File: config.mk
export PLATFORM = sky130hd
export DESIGN_NAME = cpop_sqdist
export DESIGN_NICKNAME = d
export VERILOG_FILES = /design/src/rtl/closest_pair_of_points_macros.svh /design/src/rtl/cpop_pkg.sv /design/src/rtl/cpop_sqdist.sv
export SDC_FILE = /design/constraint.sdc
export NUM_CORES = 1
export LEC_CHECK = 0
export ABC_AREA = 1
export BUFFER_PORTS_ARGS = -buffer_cell sky130_fd_sc_hd__buf_4
export CAP_MARGIN = 20
export CORE_MARGIN = 5
export CORE_UTILIZATION = 34
export DETAILED_ROUTE_END_ITERATION = 7
export GPL_ROUTABILITY_DRIVEN = 0
export PLACE_DENSITY = 0.57
export SYNTH_ARGS = -nofsm -noshare
export SYNTH_HDL_FRONTEND = slang
export SYNTH_SLANG_ARGS = --single-unit
export TNS_END_PERCENT = 5
File: constraint.sdc
create_clock -name clock -period 7.5 [get_ports clock]
set_input_delay 0.75 -clock clock [delete_from_list [all_inputs] [get_ports clock]]
set_output_delay 0.75 -clock clock [all_outputs]
set_load 0.02 [all_outputs]
File: src/rtl/closest_pair_of_points_macros.svh
// ----------------------------------------------------------------------------
// Closest pair of points: assertion macros
// Concurrent assertion wrappers that fall away in synthesis builds.
// ----------------------------------------------------------------------------
`ifndef CLOSEST_PAIR_OF_POINTS_MACROS_SVH
`define CLOSEST_PAIR_OF_POINTS_MACROS_SVH

`ifndef SYNTHESIS

// The property must hold at every clock edge outside reset.
`define CPOP_ASSERT(label, clk, rst, prop) \
   label: assert property (@(posedge clk) disable iff (rst) (prop)) \
      else $error("closest pair assertion failed");

// The condition must never be true outside reset.
`define CPOP_ASSERT_NEVER(label, clk, rst, cond) \
   label: assert property (@(posedge clk) disable iff (rst) !(cond)) \
      else $error("closest pair forbidden condition seen");

`else

`define CPOP_ASSERT(label, clk, rst, prop)
`define CPOP_ASSERT_NEVER(label, clk, rst, cond)

`endif

`endif

File: src/rtl/cpop_pkg.sv
// ----------------------------------------------------------------------------
// Closest pair of points: package
// Sizes, sequencer state codes and the interface of the distance unit.
// ----------------------------------------------------------------------------
`default_nettype none

package cpop_pkg;

   // Capacity of the point store and the widths that follow from it.
   localparam int MAX_POINTS = 1024;
   localparam int IDX_W      = $clog2(MAX_POINTS);
   localparam int CNT_W      = $clog2(MAX_POINTS + 1);

   // Fixed field widths of the transactions.
   localparam int COORD_W    = 16;
   localparam int DIST_W     = 33;
   localparam int OUT_IDX_W  = 10;

   // Main sequencer states.
   typedef enum logic [2:0] {
      ST_LOAD,
      ST_START,
      ST_RDI,
      ST_RDJ,
      ST_DIST,
      ST_DONE
   } cpop_state_type;

   // Phases of the shared squared distance unit.
   typedef enum logic [1:0] {
      SQ_IDLE,
      SQ_X,
      SQ_Y
   } sqd_phase_type;

   // Request to the distance unit: one pulse with both points.
   typedef struct packed {
      logic                       start;
      logic signed [COORD_W-1:0]  ax;
      logic signed [COORD_W-1:0]  ay;
      logic signed [COORD_W-1:0]  bx;
      logic signed [COORD_W-1:0]  by;
   } sqd_req_type;

   // Answer of the distance unit: one pulse with the squared distance.
   typedef struct packed {
      logic                done;
      logic [DIST_W-1:0]   dist_sq;
   } sqd_rsp_type;

endpackage

`default_nettype wire

File: src/rtl/cpop_sqdist.sv
// ----------------------------------------------------------------------------
// Closest pair of points: squared distance unit
// Computes dx*dx + dy*dy with one shared 16x16 multiplier.
// ----------------------------------------------------------------------------
`default_nettype none

module cpop_sqdist (
   input  wire                    clock,
   input  wire                    reset,
   input  cpop_pkg::sqd_req_type  req,
   output cpop_pkg::sqd_rsp_type  rsp
);

   cpop_pkg::sqd_phase_type phase_ff, phase_in;
   logic                            done_ff, done_in;
   logic [cpop_pkg::COORD_W-1:0]    dx_ff, dx_in;
   logic [cpop_pkg::COORD_W-1:0]    dy_ff, dy_in;
   logic [2*cpop_pkg::COORD_W-1:0]  acc_ff, acc_in;
   logic [cpop_pkg::DIST_W-1:0]     dist_ff, dist_in;

   logic signed [cpop_pkg::COORD_W:0] diff_x, diff_y;
   logic        [cpop_pkg::COORD_W:0] mag_x, mag_y;
   logic [cpop_pkg::COORD_W-1:0]      mul_op;
   logic [2*cpop_pkg::COORD_W-1:0]    mul_prod;

   // Absolute differences; the magnitude always fits in 16 bits.
   always_comb begin
      diff_x = {req.ax[cpop_pkg::COORD_W-1], req.ax} - {req.bx[cpop_pkg::COORD_W-1], req.bx};
      diff_y = {req.ay[cpop_pkg::COORD_W-1], req.ay} - {req.by[cpop_pkg::COORD_W-1], req.by};
      mag_x  = diff_x[cpop_pkg::COORD_W] ? (cpop_pkg::COORD_W+1)'(-diff_x)
                                         : (cpop_pkg::COORD_W+1)'(diff_x);
      mag_y  = diff_y[cpop_pkg::COORD_W] ? (cpop_pkg::COORD_W+1)'(-diff_y)
                                         : (cpop_pkg::COORD_W+1)'(diff_y);
   end

   // Shared multiplier squares dx in the first phase and dy in the second.
   always_comb begin
      mul_op   = (phase_ff == cpop_pkg::SQ_X) ? dx_ff : dy_ff;
      mul_prod = mul_op * mul_op;
   end

   // Phase sequencer.
   always_comb begin
      phase_in = phase_ff;
      done_in  = 1'b0;
      dx_in    = dx_ff;
      dy_in    = dy_ff;
      acc_in   = acc_ff;
      dist_in  = dist_ff;
      case (phase_ff)
         cpop_pkg::SQ_IDLE: begin
            if (req.start) begin
               dx_in    = mag_x[cpop_pkg::COORD_W-1:0];
               dy_in    = mag_y[cpop_pkg::COORD_W-1:0];
               phase_in = cpop_pkg::SQ_X;
            end
         end
         cpop_pkg::SQ_X: begin
            acc_in   = mul_prod;
            phase_in = cpop_pkg::SQ_Y;
         end
         cpop_pkg::SQ_Y: begin
            dist_in  = {1'b0, acc_ff} + {1'b0, mul_prod};
            done_in  = 1'b1;
            phase_in = cpop_pkg::SQ_IDLE;
         end
         default: begin
            phase_in = cpop_pkg::SQ_IDLE;
         end
      endcase
   end

   // Control registers.
   always_ff @(posedge clock) begin
      if (reset) begin
         phase_ff <= cpop_pkg::SQ_IDLE;
         done_ff  <= 1'b0;
      end else begin
         phase_ff <= phase_in;
         done_ff  <= done_in;
      end
   end

   // Datapath registers.
   always_ff @(posedge clock) begin
      dx_ff   <= dx_in;
      dy_ff   <= dy_in;
      acc_ff  <= acc_in;
      dist_ff <= dist_in;
   end

   assign rsp.done    = done_ff;
   assign rsp.dist_sq = dist_ff;

endmodule

`default_nettype wire

Yosys cells after proc, flatten, opt, wreduce, memory -nomap -nowiden
Index checks and enable logic that the tools add are counted.

storage, ports and cells
  flip-flop bits (word level) = 100
  input port bits = 67
  word-level logic and storage cells = 23

cells by class
  add/sub/neg operators = 5
  multipliers = 1
  equal/unequal tests = 3
  mux-type cells = 6
  reduce and logical (&&, ||, !) cells = 2

operators by type and width
  operator                                                         count
  16-bit two-way mux                                               3
  16-bit by 16-bit subtractor with 17-bit output                   2
  32-bit by 32-bit adder with 33-bit output                        1
  16-bit by 16-bit multiplier with 32-bit output                   1
  16-bit negator                                                   2
  2-bit one-hot mux with 2 select lines                            1
  2-bit by 1-bit == test with 1-bit output, second input constant  1
  2-bit == test, second input constant                             1
  2-bit logical NOT                                                1
  2-bit two-way mux                                                1
  2-bit != test, second input constant                             1
  2-bit AND reduction                                              1
  1-bit two-way mux                                                1

Longest topological paths before layout
  word-level depth = 4
  depth in mapped cells = 40
  gate-level depth less buffers = 38

Worst setup path after synthesis
Ideal clock, no wire load.

  path kind = flip-flop to flip-flop
  from = reg phase_ff[0]
  to = reg dist_ff[30] (netlist bit) (data pin)
  arrival = 6.732 ns
  path slack = 0.509 ns
  stages on the path, launching flop included = 34
  cell sequence = dfxtp_1 nand2_2 buf_4 nand2_1 o21ai_4 inv_1 buf_2 nor2_1 fa_1 inv_1 fa_1 inv_1 fa_1 inv_1 fa_1 inv_1 fa_1 fa_1 ha_1 nand2_1 nor2_1 nand2_1 o211ai_1 nand3_1 nand2_1 xor2_1 ha_1 a21o_1 o21bai_1 a21oi_1 nand3_1 nand2_1 nand3_1 xor2_1

between the ends
  word-level cells in the longest chain between the ends = 4

ends and longest elaborated chain
  what                                            line               source
  start: declaration                              cpop_sqdist.sv:14  cpop_pkg::sqd_phase_type phase_ff, phase_in;
  start signal: assignment                        cpop_sqdist.sv:76  phase_ff <= cpop_pkg::SQ_IDLE;
  start signal: assignment                        cpop_sqdist.sv:79  phase_ff <= phase_in;
  2-bit by 1-bit == test with 1-bit output        cpop_sqdist.sv:38  mul_op = (phase_ff == cpop_pkg::SQ_X) ? dx_ff : dy_ff;
  16-bit two-way mux                              cpop_sqdist.sv:38
  16-bit by 16-bit multiplier with 32-bit output  cpop_sqdist.sv:39  mul_prod = mul_op * mul_op;
  net mul_prod (one bit)                          cpop_sqdist.sv:24  logic [2*cpop_pkg::COORD_W-1:0] mul_prod;
  32-bit by 32-bit adder with 33-bit output       cpop_sqdist.sv:63  dist_in = {1'b0, acc_ff} + {1'b0, mul_prod};
  end signal: assignment                          cpop_sqdist.sv:89  dist_ff <= dist_in;
  end: declaration                                cpop_sqdist.sv:19  logic [cpop_pkg::DIST_W-1:0] dist_ff, dist_in;

The timed path passes the listed nets, and every way through them passes these cells.
A chain may end at the register's enable or synchronous reset.

Worst setup path in the final report
  from = reg phase_ff[1]
  to = reg dist_ff[28] (netlist bit) (data pin)

Same word-level chain as after synthesis.

==> flow_summary.yaml <==
clock_tree:
  clock_path_buffers: 2
  root_buffer: "clkbuf_16"
  htree_levels: 3
  holdBufCountCts: 0
  clk_pin_slew_ns: 0.09
  cts_tree: "built"
  cts_buffers: 9
  clk_latency_ns: 0.37
  clkSinkCount: 99
flow_run:
  maxCapViolations: 0
setup_path:
  cp_slowest_cell: "fa_1"
  critPathKind: "flop to flop"
  crit_arrival_ns: 7.38
  critical_path_required_ns: 7.60
  critPathMostFrequentCell: "inv_1"
  slowest_delay_ns: 0.56
  worstPathMaxFanout: 8
  endpoint_kind: "flop"
  ff2ff_path_depth: 33
  startpoint_type: "flop"
synth:
  synthAdderAreaFrac_pct: 35.1
  synth_compound_area_share_pct: 7.88
  synth_top_family_by_area: "adder cells"
  netlist_area_sq_mm: 0.0151
  syn_avg_cell_area_sq_um: 7.79
  syn_inst: 1942
  synth-seq-cells: 99
  muxShareOfSynthArea_pct: 0
  synth_xor_xnor_area_share_pct: 4.80
  ys_seq_area_share_pct: 19.4
  ys_warn_count: 0
  synthesis.nets: 2336
  synthDistinctLibCells: 43
  synth-edff-count: 96
  yosys.area_share.simple_pct: 21.1
  synth_ff_type: "edfxtp_1"
  synthArstFlopShare_pct: 0
sta:
  grt_setup_unrepaired: "true"
  fin_crit_ns: 7.27
  whs_ns: 0.497
  relSlewSlack_pct: 39.1
  fin_ws_ns: 0.228
  finalHoldViolations: 0
  drv_slew: 0
  fmax_mhz: 138
  setup_viol_count_final: 0
  skew_ns: 0.0226
  fin_crit_sh_pct: 97.0
  worst_pin_slew_ns: 0.911
run_status:
  outcome: "finished, final reports clean"
route:
  drt-initial-drc-count: 719
  met2_length_mm: 18.0
  wirelength_mm: 36.6
  maxUsedRoutingLayer: "met4"
  route.detailed.vias_per_inst: 4.71
  drt-pass1-iter-count: 5
  routed-via-count: 12800
  routedWlPerCell_um: 13.4
  dr_wl_met3_mm: 1.45
  antenna_left: 0
  met1_length_mm: 16.1
  drc: 0
die:
  pin_count: 101
  chipHeight_um: 221
  num_rows: 77
  core-area_sq_mm: 0.0441
  start_util_pct: 34.3
  chipWidth_um: 221
  die-area_sq_mm: 0.0488
hold_path:
  hold_depth: 1
  hp-class: "flop to flop"
layout:
  flow.area_growth_from_synthesis_pct: 20.7
  n_antenna_cell: 0
  final_cell_mix: "nand2_1, inv_1, buf_4"
  stdcell_count: 2724
  nFillCells: 4518
  nets: 2521
  final_common_cell: "nand2_1"
  drive_gt1_share_pct: 17.8
grt:
  grt_pass1_vias: 13100
  grt_pass1_wl_mm: 61.4
  grt-ovfl-total: 0
  grtUsageTotal_pct: 14.7
  antenna_found_initial: 0
  grt_max_degree: 34
placed_design:
  post-place-ws_ns: -0.148
  place_inst: 2679
  io_buffer_count: 100
  hpwl_mm: 31.1
metal layers:
layer	track usage [%]	vias to the layer above
met2	26.2	343
li1	-	6393
met1	18.8	6011
met4	4.22	0
met3	1.72	90
met5	0	-
cell usage after synthesis, types with 11 or more instances:
library cell  count  share of area (%)
nor3_1           18               0.60
ha_1            164                 14
nand3_1          73                2.4
o21ai_0          37                1.2
a21o_1           12               0.60
a21oi_1          90                3.0
xor2_1           54                3.1
fa_1            163                 22
edfxtp_1         96                 19
nand4_1          16               0.66
a31oi_1          11               0.45
nand2_1         450                 11
xnor2_1          29                1.7
nor2_1          187                4.6
inv_1           431                 11
cells by family after synthesis:
group / Yosys count
AO/OA/AOI/OAI: 197
flip-flops: 99
adder cells (fa/ha/maj): 327
XOR/XNOR: 83
AND/OR/NAND/NOR: 778
buffers and inverters: 458
cell type report:
type | count | area (sq um) | share of cell area (%)
timing repair buffer | 191 | 1530 | 8.36
multi-input combinational | 1385 | 11100 | 60.7
clock buffer | 9 | 225 | 1.23
tap | 592 | 741 | 4.05
inverter | 441 | 1670 | 9.15
sequential | 99 | 2940 | 16.1
clock inverter | 7 | 67.6 | 0.370
metrics by stage:
step / utilization [%] / cell area [sq um] / TNS [ns]
2_1_floorplan: - / 15100 / 0
3_3_place_gp: 38.6 / 17000 / -0.228
3_5_place_dp: 38.6 / 17000 / -0.487
4_1_cts: 39.4 / 17400 / 0
5_1_grt: 41.4 / 18300 / -0.593
6_report: 41.4 / 18300 / 0
registers in the layout (all words and copies together), names as in the netlist:
register  cells
phase_ff      2
done_ff       1
dist_ff      33
acc_ff       31
dy_ff        16
dx_ff        16
what timing repair did:
action | 4_1_cts | 5_1_grt
setup buffers | 1 | 26
cloned | 0 | 2
endpoints found under the setup margin | 7 | 19
gates resized for setup | 12 | 158
pin swaps | 0 | 39
critical path, delay by kind of cell (launching register included):
family | cells | cell delay [ns]
buf+inv | 11 | 0.95
compound gates | 2 | 0.48
simple gates | 10 | 1.35
fa+ha+maj | 8 | 3.66
xor+xnor | 2 | 0.21
flops | 1 | 0.36
final timing paths:
kind	from	endpoint	slack [ns]
max	phase_ff[1]	dist_ff[28]	0.23
min	phase_ff[1]	phase_ff[0]	0.50
max reg2reg	phase_ff[1]	dist_ff[28]	0.23
min reg2reg	phase_ff[1]	phase_ff[0]	0.50
Power is not shown: default switching activity piles up to over one toggle a cycle in this logic, so the estimate is an artifact.
